**config.mk**
```make
export PLATFORM = sky130hd
export DESIGN_NAME = sgmd_back
export DESIGN_NICKNAME = d
export VERILOG_FILES = /design/src/rtl/sgmd_pkg.sv /design/src/rtl/sgmd_back.sv
export SDC_FILE = /design/constraint.sdc
export NUM_CORES = 2
export LEC_CHECK = 0
export ABC_AREA = 1
export BUFFER_PORTS_ARGS = -buffer_cell sky130_fd_sc_hd__buf_2
export CORE_AREA = 5 5 300 302
export DETAILED_ROUTE_END_ITERATION = 8
export DIE_AREA = 0 0 305 307
export GPL_TIMING_DRIVEN = 0
export PLACE_DENSITY = 0.5
export SYNTH_ARGS = -nofsm -noshare
export SYNTH_HDL_FRONTEND = slang
export SYNTH_SLANG_ARGS = --single-unit
```
**constraint.sdc**
```tcl
create_clock -name i_clk -period 18.75 [get_ports i_clk]
set_input_delay 2.8125 -clock i_clk [delete_from_list [all_inputs] [get_ports i_clk]]
set_output_delay 2.8125 -clock i_clk [all_outputs]
set_load 0.02 [all_outputs]
```
**src/rtl/sgmd_pkg.sv**
```systemverilog
`timescale 1ns / 1ps
// ---------------------------------------------------------------------------
// sgmd_pkg
// shared types, register codes and the arctangent table of the sobel unit
// ---------------------------------------------------------------------------
package sgmd_pkg;

    localparam int CFG_W    = 12;
    localparam int POS_W    = 11;
    localparam int MAG_W    = 13;
    localparam int DIR_W    = 14;
    localparam int ROW_W    = 11;
    localparam int HGT_W    = 13;
    localparam int Z_W      = 22;
    localparam int CORDIC_N = 16;

    localparam logic [11:0] MAX_HEIGHT = 12'd2048;

    // register indexes
    localparam logic [1:0] REG_FRAME_WIDTH   = 2'd0;
    localparam logic [1:0] REG_FRAME_HEIGHT  = 2'd1;
    localparam logic [1:0] REG_CHANNEL_COUNT = 2'd2;

    localparam logic [11:0] RST_FRAME_WIDTH   = 12'd640;
    localparam logic [11:0] RST_FRAME_HEIGHT  = 12'd480;
    localparam logic [1:0]  RST_CHANNEL_COUNT = 2'd1;

    typedef struct packed {
        logic [CFG_W-1:0] frame_width;
        logic [CFG_W-1:0] frame_height;
        logic [1:0]       channel_count;
    } t_cfg;

    // atan(2^-i) in units of pi/4096 with 8 fraction bits
    function automatic logic signed [Z_W-1:0] atan_entry(input logic [3:0] i);
        logic signed [Z_W-1:0] v;
        case (i)
            4'd0:    v = 22'sd262144;
            4'd1:    v = 22'sd154753;
            4'd2:    v = 22'sd81767;
            4'd3:    v = 22'sd41506;
            4'd4:    v = 22'sd20834;
            4'd5:    v = 22'sd10427;
            4'd6:    v = 22'sd5215;
            4'd7:    v = 22'sd2608;
            4'd8:    v = 22'sd1304;
            4'd9:    v = 22'sd652;
            4'd10:   v = 22'sd326;
            4'd11:   v = 22'sd163;
            4'd12:   v = 22'sd81;
            4'd13:   v = 22'sd41;
            4'd14:   v = 22'sd20;
            default: v = 22'sd10;
        endcase
        return v;
    endfunction

endpackage

```
**src/rtl/sgmd_back.sv**
```systemverilog
`timescale 1ns / 1ps
// ---------------------------------------------------------------------------
// sgmd_back
// iterative square root and cordic angle unit, one job at a time
// ---------------------------------------------------------------------------
module sgmd_back #(
    parameter int SAMPLE_BITS = 8,
    parameter int JOB_W       = 2 * (SAMPLE_BITS + 5) + 2 * sgmd_pkg::POS_W + 2,
    parameter int RES_W       = 2 * sgmd_pkg::POS_W + sgmd_pkg::MAG_W + sgmd_pkg::DIR_W + 2
) (
    input  logic             i_clk,
    input  logic             i_rst_n,
    input  logic             i_job_empty,
    output logic             o_job_pop,
    input  logic [JOB_W-1:0] i_job,
    output logic             o_res_push,
    input  logic             i_res_full,
    output logic [RES_W-1:0] o_res
);
    localparam int G_W   = SAMPLE_BITS + 5;
    localparam int A_W   = G_W - 1;
    localparam int SQ_W  = 2 * G_W;
    localparam int RT_W  = SQ_W / 2;
    localparam int XY_W  = G_W + 19;
    localparam int NITER = (RT_W > sgmd_pkg::CORDIC_N) ? RT_W : sgmd_pkg::CORDIC_N;
    localparam int CN_W  = $clog2(NITER);
    localparam int Z_W   = sgmd_pkg::Z_W;
    localparam int D_W   = sgmd_pkg::DIR_W;

    localparam logic [1:0] B_IDLE = 2'd0;
    localparam logic [1:0] B_RUN  = 2'd1;
    localparam logic [1:0] B_DONE = 2'd2;

    logic [1:0]            r_state;
    logic [CN_W-1:0]       r_cnt;
    logic [A_W-1:0]        r_ax, r_ay;
    logic                  r_gxn, r_gyn, r_last, r_eof;
    logic [sgmd_pkg::POS_W-1:0] r_x, r_y;
    logic [SQ_W-1:0]       r_v, r_bit;
    // partial root carries the trial bit at its scaled position
    logic [SQ_W-1:0]       r_root;
    logic signed [XY_W-1:0] r_cx, r_cy;
    logic signed [Z_W-1:0] r_z;

    logic signed [G_W-1:0] jgx, jgy;
    logic [sgmd_pkg::POS_W-1:0] jx, jy;
    logic                  jlast, jeof;
    logic [A_W-1:0]        ax, ay;
    logic [SQ_W-1:0]       trial;
    logic signed [XY_W-1:0] sx, sy;
    logic [3:0]            sh;
    logic signed [Z_W-1:0] zr;
    logic signed [D_W-1:0] ang, dir;

    assign {jgx, jgy, jx, jy, jlast, jeof} = i_job;
    assign ax = A_W'(jgx[G_W-1] ? -jgx : jgx);
    assign ay = A_W'(jgy[G_W-1] ? -jgy : jgy);

    assign o_job_pop  = (r_state == B_IDLE) && !i_job_empty;
    assign o_res_push = (r_state == B_DONE);

    assign trial = r_root + r_bit;
    assign sh    = r_cnt[3:0];
    assign sx    = r_cx >>> sh;
    assign sy    = r_cy >>> sh;

    // final angle in the first quadrant, then mirror and sign
    always_comb begin
        zr = (r_z + Z_W'(128)) >>> 8;
        if (r_ay == '0) begin
            ang = '0;
        end else if (r_ax == '0) begin
            ang = D_W'(2048);
        end else if (r_ax == r_ay) begin
            ang = D_W'(1024);
        end else if (zr < 0) begin
            ang = '0;
        end else if (zr > Z_W'(2048)) begin
            ang = D_W'(2048);
        end else begin
            ang = D_W'(zr);
        end
        dir = r_gxn ? (D_W'(4096) - ang) : ang;
        if (r_gyn) begin
            dir = -dir;
        end
    end

    assign o_res = {r_x, r_y, sgmd_pkg::MAG_W'(r_root), dir, r_last, r_eof};

    always_ff @(posedge i_clk) begin
        if (o_job_pop) begin
            r_ax   <= ax;
            r_ay   <= ay;
            r_gxn  <= jgx[G_W-1];
            r_gyn  <= jgy[G_W-1];
            r_x    <= jx;
            r_y    <= jy;
            r_last <= jlast;
            r_eof  <= jeof;
            r_v    <= (SQ_W'(ax) * SQ_W'(ax)) + (SQ_W'(ay) * SQ_W'(ay));
            r_bit  <= SQ_W'(1) << (SQ_W - 2);
            r_root <= '0;
            r_cx   <= XY_W'(ax) <<< 16;
            r_cy   <= XY_W'(ay) <<< 16;
            r_z    <= '0;
        end else if (r_state == B_RUN) begin
            if ({1'b0, r_cnt} < (CN_W + 1)'(RT_W)) begin
                if (r_v >= trial) begin
                    r_v    <= r_v - trial;
                    r_root <= (r_root >> 1) + r_bit;
                end else begin
                    r_root <= r_root >> 1;
                end
                r_bit <= r_bit >> 2;
            end
            if ({1'b0, r_cnt} < (CN_W + 1)'(sgmd_pkg::CORDIC_N)) begin
                if (r_cy > 0) begin
                    r_cx <= r_cx + sy;
                    r_cy <= r_cy - sx;
                    r_z  <= r_z + sgmd_pkg::atan_entry(sh);
                end else begin
                    r_cx <= r_cx - sy;
                    r_cy <= r_cy + sx;
                    r_z  <= r_z - sgmd_pkg::atan_entry(sh);
                end
            end
        end
    end

    always_ff @(posedge i_clk) begin
        if (!i_rst_n) begin
            r_state <= B_IDLE;
            r_cnt   <= '0;
        end else begin
            unique case (r_state)
                B_IDLE: begin
                    if (o_job_pop) begin
                        r_state <= B_RUN;
                        r_cnt   <= '0;
                    end
                end
                B_RUN: begin
                    r_cnt <= r_cnt + 1'b1;
                    if (r_cnt == CN_W'(NITER - 1)) begin
                        r_state <= B_DONE;
                    end
                end
                B_DONE: begin
                    if (!i_res_full) begin
                        r_state <= B_IDLE;
                    end
                end
                default: begin
                    r_state <= B_IDLE;
                end
            endcase
        end
    end
endmodule

```
Word level (Yosys, flattened, before mapping):

Memory sizes are Yosys's and may differ from the RTL's. A register that Yosys moved wholly into a read port is not among the register bits.
Index checks and enable logic that the tools add are counted.

* memories kept: 2
* word-level logic and storage cells: 102
* flip-flop bits (word level): 207
* bits in read-only memories: 608
* input bits: 54
* output and inout bits: 53

Memories
* (no name shown): depth 16, width 19, read ports 1, clocked after memory_dff 1, wr ports 0, RTL line sgmd_pkg.sv:37 `case (i)`
* (no name shown): depth 16, width 19, read ports 1, clocked after memory_dff 1, wr ports 0, RTL line sgmd_pkg.sv:37

* $lt $le $gt $ge: 5
* equality and inequality tests: 7
* shift operators: 2
* add/subtract/negate cells: 16
* reduce and logical (&&, ||, !) cells: 13
* $mul: 2
* muxes and demuxes: 37

Operators with widths (number)
* 22-bit two-way mux: 7
* 26-bit two-way mux: 5
* 28-bit two-way mux: 4
* 14-bit two-way mux: 7
* 32-bit adder: 2
* 32-bit two-way mux: 2
* 32-bit by 4-bit >>> shifter with 32-bit output: 2
* 32-bit subtractor: 2
* 12-bit by 12-bit multiplier with 24-bit output: 2
* 32-bit by 1-bit > comparator with 1-bit output (second input constant): 1
* 25-bit by 25-bit adder with 26-bit output: 1
* 26-bit by 25-bit adder with 26-bit output: 1
* 26-bit >= comparator: 1
* 26-bit subtractor: 1
* 24-bit by 24-bit adder with 25-bit output: 1
* 12-bit zero test: 2
* 12-bit two-way mux: 2
* 12-bit negation: 2
* 22-bit adder: 1
* 22-bit by 9-bit adder with 22-bit output (second input constant): 1
* 22-bit subtractor: 1
* 4-bit two-way mux: 5
* 14-bit by 13-bit > comparator with 1-bit output (second input constant): 1
* 14-bit by 1-bit < comparator with 1-bit output (second input constant): 1
* 19 further kinds: 27

Logic depth before layout (Yosys ltp):

* word-level depth: 11
* gate-level depth with buffers: 40
* mapped depth without buffers: 39

Worst setup path before layout:

No wires, ideal clock.

* kind: input -> register
* start: input port i_job[24]
* end: register r_v[21], data pin
* setup slack: 8713 ps
* data required time: 18497 ps
* data arrival time: 9784 ps
* setup time: 253 ps
* path buffers: 1
* stages: 40
* cells stage by stage: clkinv_1 -> ha_1 -> inv_1 -> nor2_1 -> inv_1 -> nor2_1 -> nand2_1 -> nand2_1 -> or2_2 -> nand2_1 -> clkbuf_1 -> inv_1 -> nor2_1 -> inv_1 -> fa_1 -> inv_1 -> ha_1 -> inv_1 -> [4 not listed] -> inv_1 -> fa_1 -> inv_1 -> fa_1 -> ha_1 -> inv_1 -> o21bai_1 -> nor2_1 -> o21ai_0 -> a21oi_1 -> o21ai_0 -> a21boi_0 -> o21ai_0 -> a21oi_1 -> inv_1 -> nand2_1 -> nand3_1 -> nand2_1

* longest elaborated chain between the ends: 5

RTL lines
* start: declaration: RTL line sgmd_back.sv:15 `input logic [JOB_W-1:0] i_job,`
* 12-bit negation: RTL line sgmd_back.sv:57 `assign ay = A_W'(jgy[G_W-1] ? -jgy : jgy);`
* 12-bit two-way mux: RTL line sgmd_back.sv:57
* named net ay[6]: RTL line sgmd_back.sv:48 `logic [A_W-1:0] ax, ay;`
* 12-bit by 12-bit multiplier with 24-bit output: RTL line sgmd_back.sv:101 `r_v <= (SQ_W'(ax) * SQ_W'(ax)) + (SQ_W'(ay) * SQ_W'(ay));`
* 24-bit by 24-bit adder with 25-bit output: RTL line sgmd_back.sv:101
* 26-bit two-way mux: RTL line sgmd_back.sv:92 `if (o_job_pop) begin`
* end signal: assignment: RTL line sgmd_back.sv:101
* end signal: assignment: RTL line sgmd_back.sv:110 `r_v <= r_v - trial;`
* end: declaration: RTL line sgmd_back.sv:39 `logic [SQ_W-1:0] r_v, r_bit;`

The timed path passes the listed nets, and every way through them passes these cells.
A chain may end at the register's enable or synchronous reset.

Final worst setup path:

Ends and elaborated chain as after synthesis.

==> metrics.txt <==
worst path bufs/invs 14; met2 Use GR 0.385; I/O Buffers 106; hold buffer count at CTS 0; antenna violations before repair 2; clk slew on worst S/H paths 60 ps; Syn Area/Cell 6.94 µm²; CTS H-Tree Depth 1; ys async rst share 0; total track usage 0.219; Clock Tree Buf Depth 3; postcts setup bufs 0; total congestion overflow 0; CP peak stage delay 590 ps; worst reg2reg path startpoint r_cy[1]$_SDFFE_PP0P_; mean routed wirelength per cell 18.4 µm; die width 305 µm; Die ar. 93,600 µm²; Yosys top cell by area fa_1; crit share post-route 0.606; synthesized area 30,100 µm²; ranking of synthesized cells by area fa_1, nand2_1, ha_1; Yosys reg bits 226; met3 GRT Util 0.0230; Sink Count 226; Die H 307 µm; crit-path max FO 11; EDFF count, synth 100; total detailed-routing wirelength 104 mm; Setup-failing EPs final 0; number of global-route vias before repair 28,200; Vias 28,500; fin util 0.381; Setup TNS Final 0 ps; share of the synthesized area in the top cell type 0.137; first-pass GRT wire length 162 mm; CP max stage cell fa_1; CP top delay family adder cells; outcome complete, no violations; fin cells 5,669; WS Path Type input pin to flop; global placer's final weighted congestion 0.964; RSZ-0062 raised after global routing no; Synth Area in Adders 0.243; Fin Clk Skew 19.2 ps; gr busiest metal met2; Initial Util 0.344; HPWL Detailed 86.1 mm; Worst Setup SP i_job[24]; main combinational cell family by area after synthesis adder cells; most common cell after layout, fill and taps aside nand2_1; CTS tree built; worst rel slew slack 0.155; worst hold path class flop to flop; crit path capture type flop; Final Hold Vio Count 0; n_diodes 0; area grow syn2layout 10.7%; DRC Markers 0; routed vias/inst 5.03; most frequent cells in the layout nand2_1, inv_1, o21ai_0; multiplexer share of the synthesized area 0.0159; Post-synth top flop dfxtp_1; DRT Pass-1 Iters 5; root buffer cell clkbuf_16; Setup crit start kind input pin; total core area 87,400 µm²; simple-gate share of the synthesized area 0.223; M1 GR Usage 0.287; Final min period 11,370 ps; post-synthesis xor/xnor area fraction 0.0533; post-route cell area 33,300 µm²; Cells after Synth 4,337; antenna viol nets, final 0; CTS Buf Count 31; largest net degree at the start of global routing 42; Max Slew Vio Count 0; Post-Place Cells 5,611; Layout Nets 4,994; Syn Nets 4,852; total of cells resized after clock tree synthesis 0; slew at the pin with the worst max-slew slack 1270 ps; clk_lat worst skew 640 ps; HP Start r_z[2]$_SDFFE_PP0P_; row count 109; share of cells above drive strength 1 0.0613; max-cap violations 0; Fmax achieved 0.0880 GHz; placed cell area 32,100 µm²; IO Pins 107; sequential-to-total area share from yosys stat 0.184; Synthesis Warnings 0; Synth Area in Compound Gates 0.162; most frequent cell on the critical path inv_1; Synth cell types 66; Worst Path Arrival 11,750 ps; critical path data required time 19,130 ps; initial drt markers 1,654
-- registers in the layout, summed over array words and instances, names as in the netlist, named ones only --
register,cells
r_x,11
r_cnt,4
r_eof,1
r_y,11
r_ax,12
r_gyn,1
r_gxn,1
r_v,26
r_last,1
r_state,2
r_cy,32
r_ay,12
r_bit,13
r_cx,32
r_root,26
r_z,22
-- worst min-delay path: cells and delay by family (launching register included) --
kind / cells / cell delay (ps)
simple gates: 2 / 100
flops: 1 / 310
-- stage by stage --
stage | hold WS, ps | worst slack (ps)
floorplan | 425 | 8710
global placement | 445 | 6760
detailed placement | 451 | 6790
CTS | 461 | 7430
global route | 493 | 6650
finish | 457 | 7380
-- cell usage after synthesis, types with 11 or more instances --
cell type  number
o22ai_1        17
fa_1          206
clkbuf_1       74
buf_4          21
o21ai_0       355
o21bai_1       17
ha_1          255
xor2_1        114
xnor2_1        69
a21oi_1       292
o21ai_1        80
o31ai_1        11
buf_2          16
a31oi_1        14
nand3_1       140
inv_1         770
or2_2          24
buf_1          13
nor3_1         38
nand4_1        57
nor2_1        340
mux2i_1        41
nor4_1         19
nand2_1       959
edfxtp_1      100
dfxtp_1       126
o211ai_1       41
-- cell type report --
class | count | area, µm²
plain buffers | 132 | 657
clock buffers | 35 | 832
clock inverters | 23 | 355
fillers | 9456 | 54100
inverters | 782 | 2940
multi-input cells | 3197 | 21000
flip-flops and latches | 226 | 5530
well taps | 1165 | 1460
repair buffers | 109 | 586
-- worst paths after layout --
kind	cells after the start	endpoint	slack (ps)
max reg2reg	21	r_cx[21]$_DFFE_PP_	11080
max	41	r_v[21]$_DFFE_PP_	7380
min reg2reg	2	r_z[2]$_SDFFE_PP0P_	460
min	2	r_z[2]$_SDFFE_PP0P_	460
-- logic make-up (layout without fill, tap and decap cells) --
| kind of cell | count (synthesis) | after routing |
|---|---|---|
| AO/OA/AOI/OAI | 889 | 889 |
| multiplexers | 46 | 46 |
| XOR/XNOR | 183 | 183 |
| buffers and inverters | 914 | 1081 |
| adder cells (fa/ha/maj) | 461 | 461 |
| flip-flops | 226 | 226 |
| AND/OR/NAND/NOR | 1618 | 1618 |
-- routing by layer --
metal	wire, µm	up-vias	share of wire
li1	-	14300	-
met1	46600	13400	0.45
met2	49500	624	0.48
met3	4490	139	0.043
met4	3480	2	0.033
met5	20	-	0.00019
Power is not shown: default switching activity piles up to over one toggle a cycle in this logic, so the estimate is an artifact.
