===== src/rtl/sgmd_queue.sv =====
`timescale 1ns / 1ps
// ---------------------------------------------------------------------------
// sgmd_queue
// small register fifo with full and empty flags
// ---------------------------------------------------------------------------
module sgmd_queue #(
    parameter int W     = 8,
    parameter int DEPTH = 4
) (
    input  logic         i_clk,
    input  logic         i_rst_n,
    input  logic         i_push,
    input  logic [W-1:0] i_data,
    output logic         o_full,
    input  logic         i_pop,
    output logic [W-1:0] o_data,
    output logic         o_empty
);
    localparam int PW = (DEPTH > 1) ? $clog2(DEPTH) : 1;
    localparam int CW = $clog2(DEPTH + 1);

    logic [W-1:0]  r_mem [DEPTH];
    logic [PW-1:0] r_wr, r_rd;
    logic [CW-1:0] r_cnt;
    logic          do_push, do_pop;

    assign o_full  = (r_cnt == CW'(DEPTH));
    assign o_empty = (r_cnt == '0);
    assign do_push = i_push && !o_full;
    assign do_pop  = i_pop && !o_empty;
    assign o_data  = r_mem[r_rd];

    always_ff @(posedge i_clk) begin
        if (do_push) begin
            r_mem[r_wr] <= i_data;
        end
    end

    always_ff @(posedge i_clk) begin
        if (!i_rst_n) begin
            r_wr  <= '0;
            r_rd  <= '0;
            r_cnt <= '0;
        end else begin
            if (do_push) begin
                r_wr <= (r_wr == PW'(DEPTH - 1)) ? '0 : r_wr + 1'b1;
            end
            if (do_pop) begin
                r_rd <= (r_rd == PW'(DEPTH - 1)) ? '0 : r_rd + 1'b1;
            end
            if (do_push && !do_pop) begin
                r_cnt <= r_cnt + 1'b1;
            end else if (do_pop && !do_push) begin
                r_cnt <= r_cnt - 1'b1;
            end
        end
    end
endmodule


===== config.mk =====
export PLATFORM = sky130hd
export DESIGN_NAME = sgmd_queue
export DESIGN_NICKNAME = d
export VERILOG_FILES = /design/src/rtl/sgmd_queue.sv
export SDC_FILE = /design/constraint.sdc
export NUM_CORES = 1
export LEC_CHECK = 0
export ABC_AREA = 1
export BUFFER_PORTS_ARGS = -buffer_cell sky130_fd_sc_hd__buf_2
export CORE_MARGIN = 10
export CORE_UTILIZATION = 40
export CTS_BUF_LIST = sky130_fd_sc_hd__clkbuf_8
export CTS_CLUSTER_DIAMETER = 40
export DETAILED_ROUTE_END_ITERATION = 7
export GPL_TIMING_DRIVEN = 0
export PLACE_DENSITY = 0.61
export SYNTH_ARGS = -nofsm -noshare
export SYNTH_HDL_FRONTEND = slang
export SYNTH_SLANG_ARGS = --single-unit

===== constraint.sdc =====
create_clock -name i_clk -period 2.4 [get_ports i_clk]
set_input_delay 0.36 -clock i_clk [delete_from_list [all_inputs] [get_ports i_clk]]
set_output_delay 0.36 -clock i_clk [all_outputs]
set_load 0.01 [all_outputs]

Yosys cells after proc, flatten, opt, wreduce, memory -nomap -nowiden
Memories as Yosys holds them, arrays and structs flattened. A register that Yosys moved wholly into a read port is not among the register bits.
Cells that the tools add are included.
Widths: inputs -> output; s select.
{ "classes": {"n_div": 0, "addsub": 4, "n_lt_le_gt_ge": 0, "n_eq_ne": 3, "bitwise_logic": 0, "n_shift": 0, "n_reduce_logical": 10, "mux": 8, "n_mul": 0} }
{ "op_table": {"columns": ["cell", "count"], "rows": [
  ["$mux 2", 4],
  ["$mux 3", 2],
  ["$add 2x1->2 const B", 2],
  ["$eq 2x2->1 const B", 2],
  ["$logic_and 1x1->1", 4],
  ["$logic_not 1->1", 4],
  ["$add 3x1->3 const B", 1],
  ["$eq 3x3->1 const B", 1],
  ["$logic_not 3->1", 1],
  ["$sub 3x1->3 const B", 1],
  ["$mux 1", 2],
  ["$reduce_bool 2->1", 1]
]} }
{ "totals": {"mem_bits_rw": 32, "wordCells": 29, "latchBits": 0, "mem_count": 1, "mem_bits_ro": 0, "ff_bits": 7, "inputBits": 12} }
{ "memory_table": {"columns": ["name", "words", "word_bits", "read_ports", "rd_ports_with_merged_regs", "write_ports", "line_no", "source"], "rows": [
  ["r_mem", 4, 8, 1, 1, 1, "22", "logic [W-1:0] r_mem [DEPTH];"]
]} }

Depth between registers and ports, before layout
Gate-level depths: netlist of the first run.
{ "depth": {"ltp_word": 7, "depth_mapped": 13, "mapped_depth_nobuf": 13} }

Least setup slack after synthesis of the first run
Ideal clock, no wire load.
{ "synth_timing": {"kind": "register -> register", "start": "reg r_cnt[1]", "end": "reg r_cnt[1]", "setup_ps": 116, "n_path_buf": 0, "t_required_ps": 2284, "synth_period_minus_slack_ps": 1690, "stages_incl_launch_ff": 10, "path_slack_ps": 710, "t_arrival_ps": 1574, "path_cell_list": "dfxtp_1 -> nor2_1 -> nand2_1 -> nand2_2 -> inv_1 -> ha_1 -> inv_1 -> fa_1 -> o21ai_0 -> nor2_1"} }
{ "synth_between": {"elab_chain_cells": 6, "word_cells_on_any_way": 15, "classes_between": "2 x add/sub; 1 x eq/ne; 2 x mux; 10 x reduce/logical"} }
{ "synth_rtl": {"columns": ["item", "line_no", "source"], "rows": [
  ["start, declared", "24", "logic [CW-1:0] r_cnt;"],
  ["start signal, assigned", "52", "r_cnt <= r_cnt + 1'b1;"],
  ["start signal, assigned", "54", "r_cnt <= r_cnt - 1'b1;"],
  ["$eq 3x3->1 (*)", "27", "assign o_full = (r_cnt == CW'(DEPTH));"],
  ["$logic_not 1->1 (*)", "29", "assign do_push = i_push && !o_full;"],
  ["$logic_and 1x1->1 (*)", "29", null],
  ["named net do_push", "25", "logic do_push, do_pop;"],
  ["$logic_not 1->1", "53", "end else if (do_pop && !do_push) begin"],
  ["$logic_and 1x1->1", "53", null],
  ["$reduce_bool 2->1 (no line)", null, null]
]} }
The timed path passes the listed nets; every way through them passes the cells marked *. The select of a mux whose other input is x is not followed.
A chain may end at the register's enable or synchronous reset.

Final worst setup path of the first run
Same ends and word-level chain as after synthesis.

==> impl_metrics.toml, run 1 <==
[synthesis]
yosys_warnings = 0
synth_largest_area_cell = "edfxtp_1"
synthTopCellsByArea = "edfxtp_1, dfxtp_1, nor2_1"
synth_seq_cells = 41
synth_top_area_share = 0.568
synth_seq_area_share = 0.674
synth.avg_cell_area_sq_um = 11.4
ys_types = 18
syn_inst = 148
syn_nets = 167
netlist_area_sq_um = 1690

[sta]
setup_viol = 0
timing.slew.headroom = 0.439
worst_slew_pin_slew_ns = 0.839
fin_hold_ws_ns = 0.278
tns_ns = 0
fmax_mhz = 532
finClkSkew_ns = 0.00795
fin_crit_ns = 1.88
min_period_over_period = 0.783
rsz0062_at_grt = "false"
drv_slew = 0
hold_viol = 0

[floorplan]
coreArea_sq_um = 4060
num_rows = 23
ios = 22
die_w_um = 85.1
die_y_um = 85.1
initial_core_util = 0.417
die_area_sq_um = 7230

[hold_path]
min_path_type = "primary input to register"
worstHoldEndpoint = "r_mem[0][7]"
min_from = "i_data[7]"
hold_path_depth = 1

[drt]
highest_layer = "met4"
vias = 1121
first_pass_iters = 4
antenna_left = 0
route.met3.wl_um = 167
wl_met2_um = 1720
routed_wirelength_um = 3400
route.layer.met1.wl_um = 1470
drc_errors = 0
routed_via_density = 4.94
drt_iter0_drc = 86
wire_per_inst_um = 15.0

[cts]
clock_latency_ns = 0.29
cts-root-buf = "clkbuf_8"
htree_levels = 2
cts_tree = "yes"
clock_path_buffers = 2
holdBufCountCts = 0
cts.clk_slew.worst_paths_ns = 0.07
cts.repair.resized = 0
numCtsBuffers = 5
numClockSinks = 41
postCtsSetupRepairBufs = 0

[finish]
nets = 195
synthToLayoutAreaGrowth_pct = 16.3
final_cell_area_sq_um = 1970
ff_latch_area_sq_um = 1140
drive_gt1_frac = 0.198
num_antenna_cells = 0
multiInputGateArea_sq_um = 458
fin_util = 0.485
nFillCells = 370

[worst_setup_path]
timing.rr.end = "r_cnt[1]"
setup.reg_to_reg.worst_slack_ns = 0.52
required_ns = 2.58
cp_max_fo = 7
path_class = "register to register"
crit_path_start_kind = "register"
critPathArrivalTime_ns = 2.06
worst_r2r_path_depth = 9
reg2reg_from = "r_cnt[1]"
cp-end-kind = "register"

[power_and_ir_drop]
switching_share = 0.336
pwr-share-seq = 0.443
combinationalPowerShare = 0.314
vdd_ir_drop_max_uv = 655
switching_power_mw = 0.732
leakage_nw = 0.804
p_int_mw = 1.45
power_frac_clock = 0.243
powerDensity_nw_per_um2 = 1110

[global_route]
antenna_found_initial = 0
grt_max_degree = 14
grt_pass1_wl_um = 5780
overflow = 0
grt_pass1_vias = 1182
grt_usage = 0.101

[placement]
placed_cell_area_sq_um = 1860
io_buffer_count = 21
dp_hpwl_um = 2340
gp_congestion = 0.709

[run_status]
status = "complete, no violations"

[flow_run]
drv_cap = 0
==> registers in the layout, indices dropped and copies added (netlist names), named ones only <==
register / count
r_rd: 2
r_mem: 32
r_cnt: 3
r_wr: 2
==> layout by cell type (no fill, tap or decap), types with 2 or more instances in the layout <==
master,n
a21oi_1,2
buf_2,21
buf_6,2
clkbuf_8,5
dfxtp_1,9
edfxtp_1,32
ha_1,6
inv_1,19
nand2_1,14
nor2_1,33
o21ai_0,14
o21ai_2,3
o22ai_1,8
==> cell families after synthesis <==
kind of cell,share of synthesized area
buffers and inverters,0.0554
DFF,0.674
AOI/OAI and AO/OA,0.0953
and+or+nand+nor,0.119
adders and majority gates,0.0562
==> power by group through the flow <==
stage / Combinational, mW / Sequential (mW) / Clock (mW)
after floorplan: 0.470 / 0.954 / 0
after global placement: 0.665 / 0.975 / 0
after detailed placement: 0.700 / 0.982 / 0
after CTS: 0.703 / 0.966 / 0.542
after global routing: 0.800 / 0.981 / 0.581
final: 0.685 / 0.965 / 0.529
==> metal layers <==
metal	track usage	vias up
li1	-	557
met1	0.107	538
met2	0.172	19
met3	0.0459	7
met4	0.0359	0
met5	0	-
==> per-stage QoR <==
step | setup slack (ns) | total power, mW | cells
2_1_floorplan | 0.710 | 1.42 | 148
3_3_place_gp | 0.602 | 1.64 | 219
3_5_place_dp | 0.522 | 1.68 | 219
4_1_cts | 0.511 | 2.21 | 227
5_1_grt | 0.324 | 2.36 | 227
6_report | 0.521 | 2.18 | 227
==> area by class of cell <==
type                    instances  share of cell area
well taps                      50              0.0318
multi-input cells              86               0.233
clock inverters                 3              0.0197
clock buffers                   5              0.0350
flip-flops and latches         41               0.580
inverters                      19              0.0362
plain buffers                   2              0.0114
repair buffers                 21              0.0534
==> how the worst max path moves through the flow <==
stage | slack [ns] | to | cells after the start | start
finish | 0.52 | r_cnt[1] | 9 | r_cnt[1]
global route | 0.32 | r_cnt[1] | 9 | r_cnt[1]
CTS | 0.51 | r_cnt[1] | 9 | r_cnt[1]
detailed placement | 0.52 | r_cnt[1] | 9 | r_cnt[1]
global placement | 0.60 | r_cnt[1] | 9 | r_cnt[1]
floorplan | 0.71 | r_cnt[1] | 9 | r_cnt[1]
==> Yosys cell counts <==
master and n:
a21oi_1 2, nand2_2 1, o21ai_1 1, edfxtp_1 32, o21ai_0 14, o22ai_1 8
fa_1 1, buf_6 2, o21ai_2 3, nand2_1 14, nand4_1 1, nand3b_1 1
inv_1 18, ha_1 6, nand3_1 1, nor2_1 33, inv_2 1, dfxtp_1 9
==> critical path, cell delays in order (launching register included) <==
cell and delay (ns):
dfxtp_1 0.35, nor2_1 0.15, nand2_1 0.13, nand2_2 0.15
inv_1 0.07, ha_1 0.21, inv_1 0.09, fa_1 0.41
o21ai_0 0.16, nor2_1 0.06
Note: power is estimated with default switching activity, not from simulation.
==> run 2: changes to the inputs <==
- PLACE_DENSITY: 0.61 -> 0.63
- clock period: 2.4 -> 1.7 ns (I/O delays scaled with it)
==> impl_metrics.toml, run 2 (same netlist as run 1, synthesis figures left out) <==
[run_status]
status = "complete, no violations"

[drt]
vias = 1124
wire_per_inst_um = 14.2
routed_via_density = 4.82
drt_iter0_drc = 108
routed_wirelength_um = 3320
antenna_left = 0
drc_errors = 0
first_pass_iters = 4

[cts]
cts.clk_slew.worst_paths_ns = 0.07
clock_path_buffers = 2
htree_levels = 2
cts-root-buf = "clkbuf_8"
cts_tree = "yes"
clock_latency_ns = 0.29
numClockSinks = 41
numCtsBuffers = 5

[sta]
drv_slew = 0
fin_crit_ns = 1.68
setup_viol = 0
finClkSkew_ns = 0.00595
fmax_mhz = 594
rsz0062_at_grt = "true"
fin_hold_ws_ns = 0.184
tns_ns = 0
min_period_over_period = 0.990
timing.slew.headroom = 0.463
hold_viol = 0
worst_slew_pin_slew_ns = 0.802

[global_route]
use_met2 = 0.154
grt_pass1_vias = 1151
grt_usage = 0.0929
overflow = 0
antenna_found_initial = 0
met1_usage = 0.105
grt_max_degree = 13
use_met3 = 0.0363
top_usage_layer = "met2"
grt_pass1_wl_um = 5450

[worst_setup_path]
required_ns = 1.88
path_class = "register to register"
cp-end-kind = "register"
crit_path_start_kind = "register"
cp_max_fo = 4
critPathArrivalTime_ns = 1.87

[finish]
final_common_cell = "edfxtp_1"
largest_reg_flops = 32
nets = 201
num_antenna_cells = 0
nFillCells = 362
layout_common_cells = "edfxtp_1, nor2_1, buf_2"
synthToLayoutAreaGrowth_pct = 22.1
top_register = "r_mem"
drive_gt1_frac = 0.306
largest_registers = "r_mem (32), r_cnt (3)"

[hold_path]
min_path_type = "primary input to register"

[flow_run]
drv_cap = 0

[floorplan]
ios = 22
die_y_um = 85.1
initial_core_util = 0.417
num_rows = 23
die_area_sq_um = 7230
die_w_um = 85.1
coreArea_sq_um = 4060

[placement]
io_buffer_count = 21
dp_hpwl_um = 2320
gp_congestion = 0.748

[power_and_ir_drop]
powerDensity_nw_per_um2 = 1590
leakage_nw = 0.833
vdd_ir_drop_max_uv = 732
-- run 2: metrics by stage --
stage | cells | setup WS (ns) | utilization | area, sq um | total power [mW]
after floorplan | 148 | 0.00989 | - | 1690 | 2.01
after CTS | 229 | -0.0214 | 0.496 | 2010 | 3.21
final | 233 | 0.0163 | 0.509 | 2070 | 3.28
after global placement | 219 | -0.114 | 0.459 | 1860 | 2.31
after global routing | 233 | -0.0731 | 0.509 | 2070 | 3.51
after detailed placement | 219 | -0.216 | 0.459 | 1860 | 2.37
-- run 2: worst paths after layout --
check                           slack, ns      start     endpoint  cells after the start
worst min-delay path                 0.18  i_data[2]  r_mem[0][2]                      1
worst max register to register       0.02   r_cnt[1]     r_cnt[1]                      9
worst max-delay path                 0.02   r_cnt[1]     r_cnt[1]                      9
worst min register to register       0.55    r_rd[1]     register                      4
-- run 2: repair_timing --
| action | 4_1_cts | 5_1_grt |
|---|---|---|
| pin swaps | 4 | 4 |
| hold buffers | 0 | 0 |
| setup buffers | 2 | 4 |
| setup endpoints to repair | 42 | 15 |
| resized for setup | 16 | 7 |
| cloned | 0 | 0 |
-- run 2: per-layer routing --
metal	vias to the layer above	share of wire
li1	572	-
met1	524	0.43
met2	23	0.50
met3	5	0.061
met4	0	0.013
met5	-	0
-- run 2: final cells by class --
class / count / area [sq um] / area share
Tap cell: 50 / 62.6 / 0.0303
Inverter: 19 / 77.6 / 0.0375
Buffer: 2 / 22.5 / 0.0109
Clock buffer: 5 / 68.8 / 0.0333
Multi-Input combinational cell: 86 / 494 / 0.239
Sequential cell: 41 / 1150 / 0.558
Timing Repair Buffer: 27 / 150 / 0.0726
Clock inverter: 3 / 37.5 / 0.0182
-- run 2: report_power, final --
group | switching, mW | internal (mW)
logic | 0.671 | 0.480
clock network | 0.307 | 0.427
registers | 0.124 | 1.27
-- run 2: critical path, cell delays in order, from the launching register on --
cell	delay, ns
dfxtp_4	0.36
nor2_4	0.14
nand2_2	0.11
nand2_4	0.09
inv_1	0.05
ha_2	0.17
inv_2	0.06
fa_2	0.43
o21ai_2	0.12
nor2_1	0.05
==> run 3: changes to the inputs <==
- ABC_AREA: 1 -> unset
==> impl_metrics.toml, run 3 <==
[run_status]
status = "finished, violations left"
violations = "setup timing"

[finish]
largest_reg_flops = 32
top_register = "r_mem"
drive_gt1_frac = 0.413
nFillCells = 349
num_antenna_cells = 0
largest_registers = "r_mem (32), r_cnt (3)"
nets = 144
final_common_cell = "edfxtp_1"
layout_common_cells = "edfxtp_1, buf_2, mux4_2"
synthToLayoutAreaGrowth_pct = 25.6
fin_util = 0.516
finalNonFillerCells = 176

[synthesis]
synthTopCellsByCount = "edfxtp_1, dfxtp_1, mux4_2"
synthFlopType = "edfxtp_1"
syn_inst = 93
synth_seq_area_share = 0.700
synthTopCellsByArea = "edfxtp_1, dfxtp_1, mux4_2"
ys_types = 23
synth_top_area_share = 0.589
synth_most_common_cell = "edfxtp_1"
synth_edf_count = 32
synth.avg_cell_area_sq_um = 17.5
yosys_warnings = 0
netlist_area_sq_um = 1630
synth_largest_area_cell = "edfxtp_1"
syn_nets = 112
postSynth.asyncResetShare = 0
synth_seq_cells = 41

[placement]
place_inst = 164
pre_cts_slack_ns = -0.238
dp_hpwl_um = 1950
gp_congestion = 0.685
io_buffer_count = 21

[global_route]
grt_max_degree = 13
grt_pass1_wl_um = 4560
antenna_found_initial = 0
grt_usage = 0.0831
grt_pass1_vias = 929
overflow = 0

[cts]
cts_tree = "yes"
cts-root-buf = "clkbuf_8"
clock_path_buffers = 2
clock_latency_ns = 0.28
numClockSinks = 41
cts.clk_slew.worst_paths_ns = 0.07
holdBufCountCts = 0
numCtsBuffers = 5
htree_levels = 2

[power_and_ir_drop]
leakage_nw = 0.749
vdd_ir_drop_max_uv = 808
powerDensity_nw_per_um2 = 1480

[worst_setup_path]
path_class = "register to register"
required_ns = 1.91
cp-end-kind = "register"
critPathArrivalTime_ns = 2.06
cp_max_fo = 5
crit_path_start_kind = "register"

[sta]
min_period_over_period = 1.09
setup_viol = 1
hold_viol = 0
timing.slew.headroom = 0.695
rsz0062_at_grt = "true"
finClkSkew_ns = 0.00402
drv_slew = 0
fin_ws_ns = -0.147
fmax_mhz = 541
worst_slew_pin_slew_ns = 0.458
fin_crit_ns = 1.85

[floorplan]
initial_core_util = 0.411
die_area_sq_um = 7030
coreArea_sq_um = 3970
ios = 22
die_w_um = 83.8
num_rows = 23
die_y_um = 83.8

[flow_run]
drv_cap = 0

[drt]
routed_via_density = 4.88
wire_per_inst_um = 15.8
drt_iter0_drc = 58
drc_errors = 0
routed_wirelength_um = 2770
antenna_left = 0
first_pass_iters = 4
vias = 859

[hold_path]
min_path_type = "primary input to register"
-- run 3: cell count changes after synthesis, sizes merged, moves of 3 or more --
cell   previous run  this run
mux4              0         8
nand2            15         6
inv              19         3
o21ai            18         3
o22ai             8         0
nor2             33         2
mux2i             0         3
and2              0         5
-- run 3: path summary, 6_finish.rpt --
check / start / to / slack, ns / cells past startpoint
setup / recovery: r_cnt[2] / r_cnt[2] / -0.15 / 7
hold / removal: i_data[4] / r_mem[1][4] / 0.18 / 1
setup reg to reg: r_cnt[2] / r_cnt[2] / -0.15 / 7
hold reg to reg: r_wr[1] / r_wr[1] / 0.52 / 2
-- run 3: cells by family after synthesis --
logic type | after synthesis | share of synthesized area
xor+xnor | 2 | 0.0107
simple gates | 20 | 0.0660
compound gates | 5 | 0.0184
flops | 41 | 0.700
mux | 11 | 0.129
fa+ha+maj | 7 | 0.0583
buf+inv | 7 | 0.0176
-- run 3: cell type report --
class,count,area (sq um),area share
sequential,41,1150,0.563
multi-input combinational,45,503,0.246
timing repair buffer,27,188,0.0916
clock buffer,5,68.8,0.0336
tap,50,62.6,0.0305
clock inverter,3,37.5,0.0183
buffer,2,23.8,0.0116
inverter,3,11.3,0.00550
-- run 3: report_power, final --
part,internal (mW),switching (mW)
combinational,0.536,0.408
clock,0.427,0.302
sequential,1.25,0.100
-- run 3: what timing repair did --
item	4_1_cts	5_1_grt
setup endpoints to repair	10	42
buffers inserted	6	0
cloned	0	0
pin swaps	2	1
resized for setup	8	7
-- run 3: per-layer routing --
| layer | GRT usage | part of all wire | vias up |
|---|---|---|---|
| li1 | - | - | 412 |
| met1 | 0.0876 | 0.43 | 427 |
| met2 | 0.138 | 0.51 | 16 |
| met3 | 0.0361 | 0.041 | 4 |
| met4 | 0.0411 | 0.019 | 0 |
| met5 | 0 | 0 | - |
-- run 3: through the flow --
stage / total power, mW / setup TNS (ns) / hold slack, ns / area, sq um
floorplan: 1.89 / -0.173 / 0.354 / 1670
global placement: 2.11 / -0.207 / 0.465 / 1840
detailed placement: 2.14 / -0.287 / 0.475 / 1840
CTS: 2.99 / -0.200 / 0.175 / 2020
global route: 3.19 / -0.378 / 0.171 / 2050
finish: 3.02 / -0.147 / 0.181 / 2050
-- run 3: worst max-delay path, cell delays in order (launching register included) --
cell and delay [ns]:
dfxtp_4 0.36, o31ai_4 0.29, ha_4 0.18, inv_2 0.04
fa_2 0.32, xor2_1 0.15, or3_1 0.31, a21boi_1 0.12
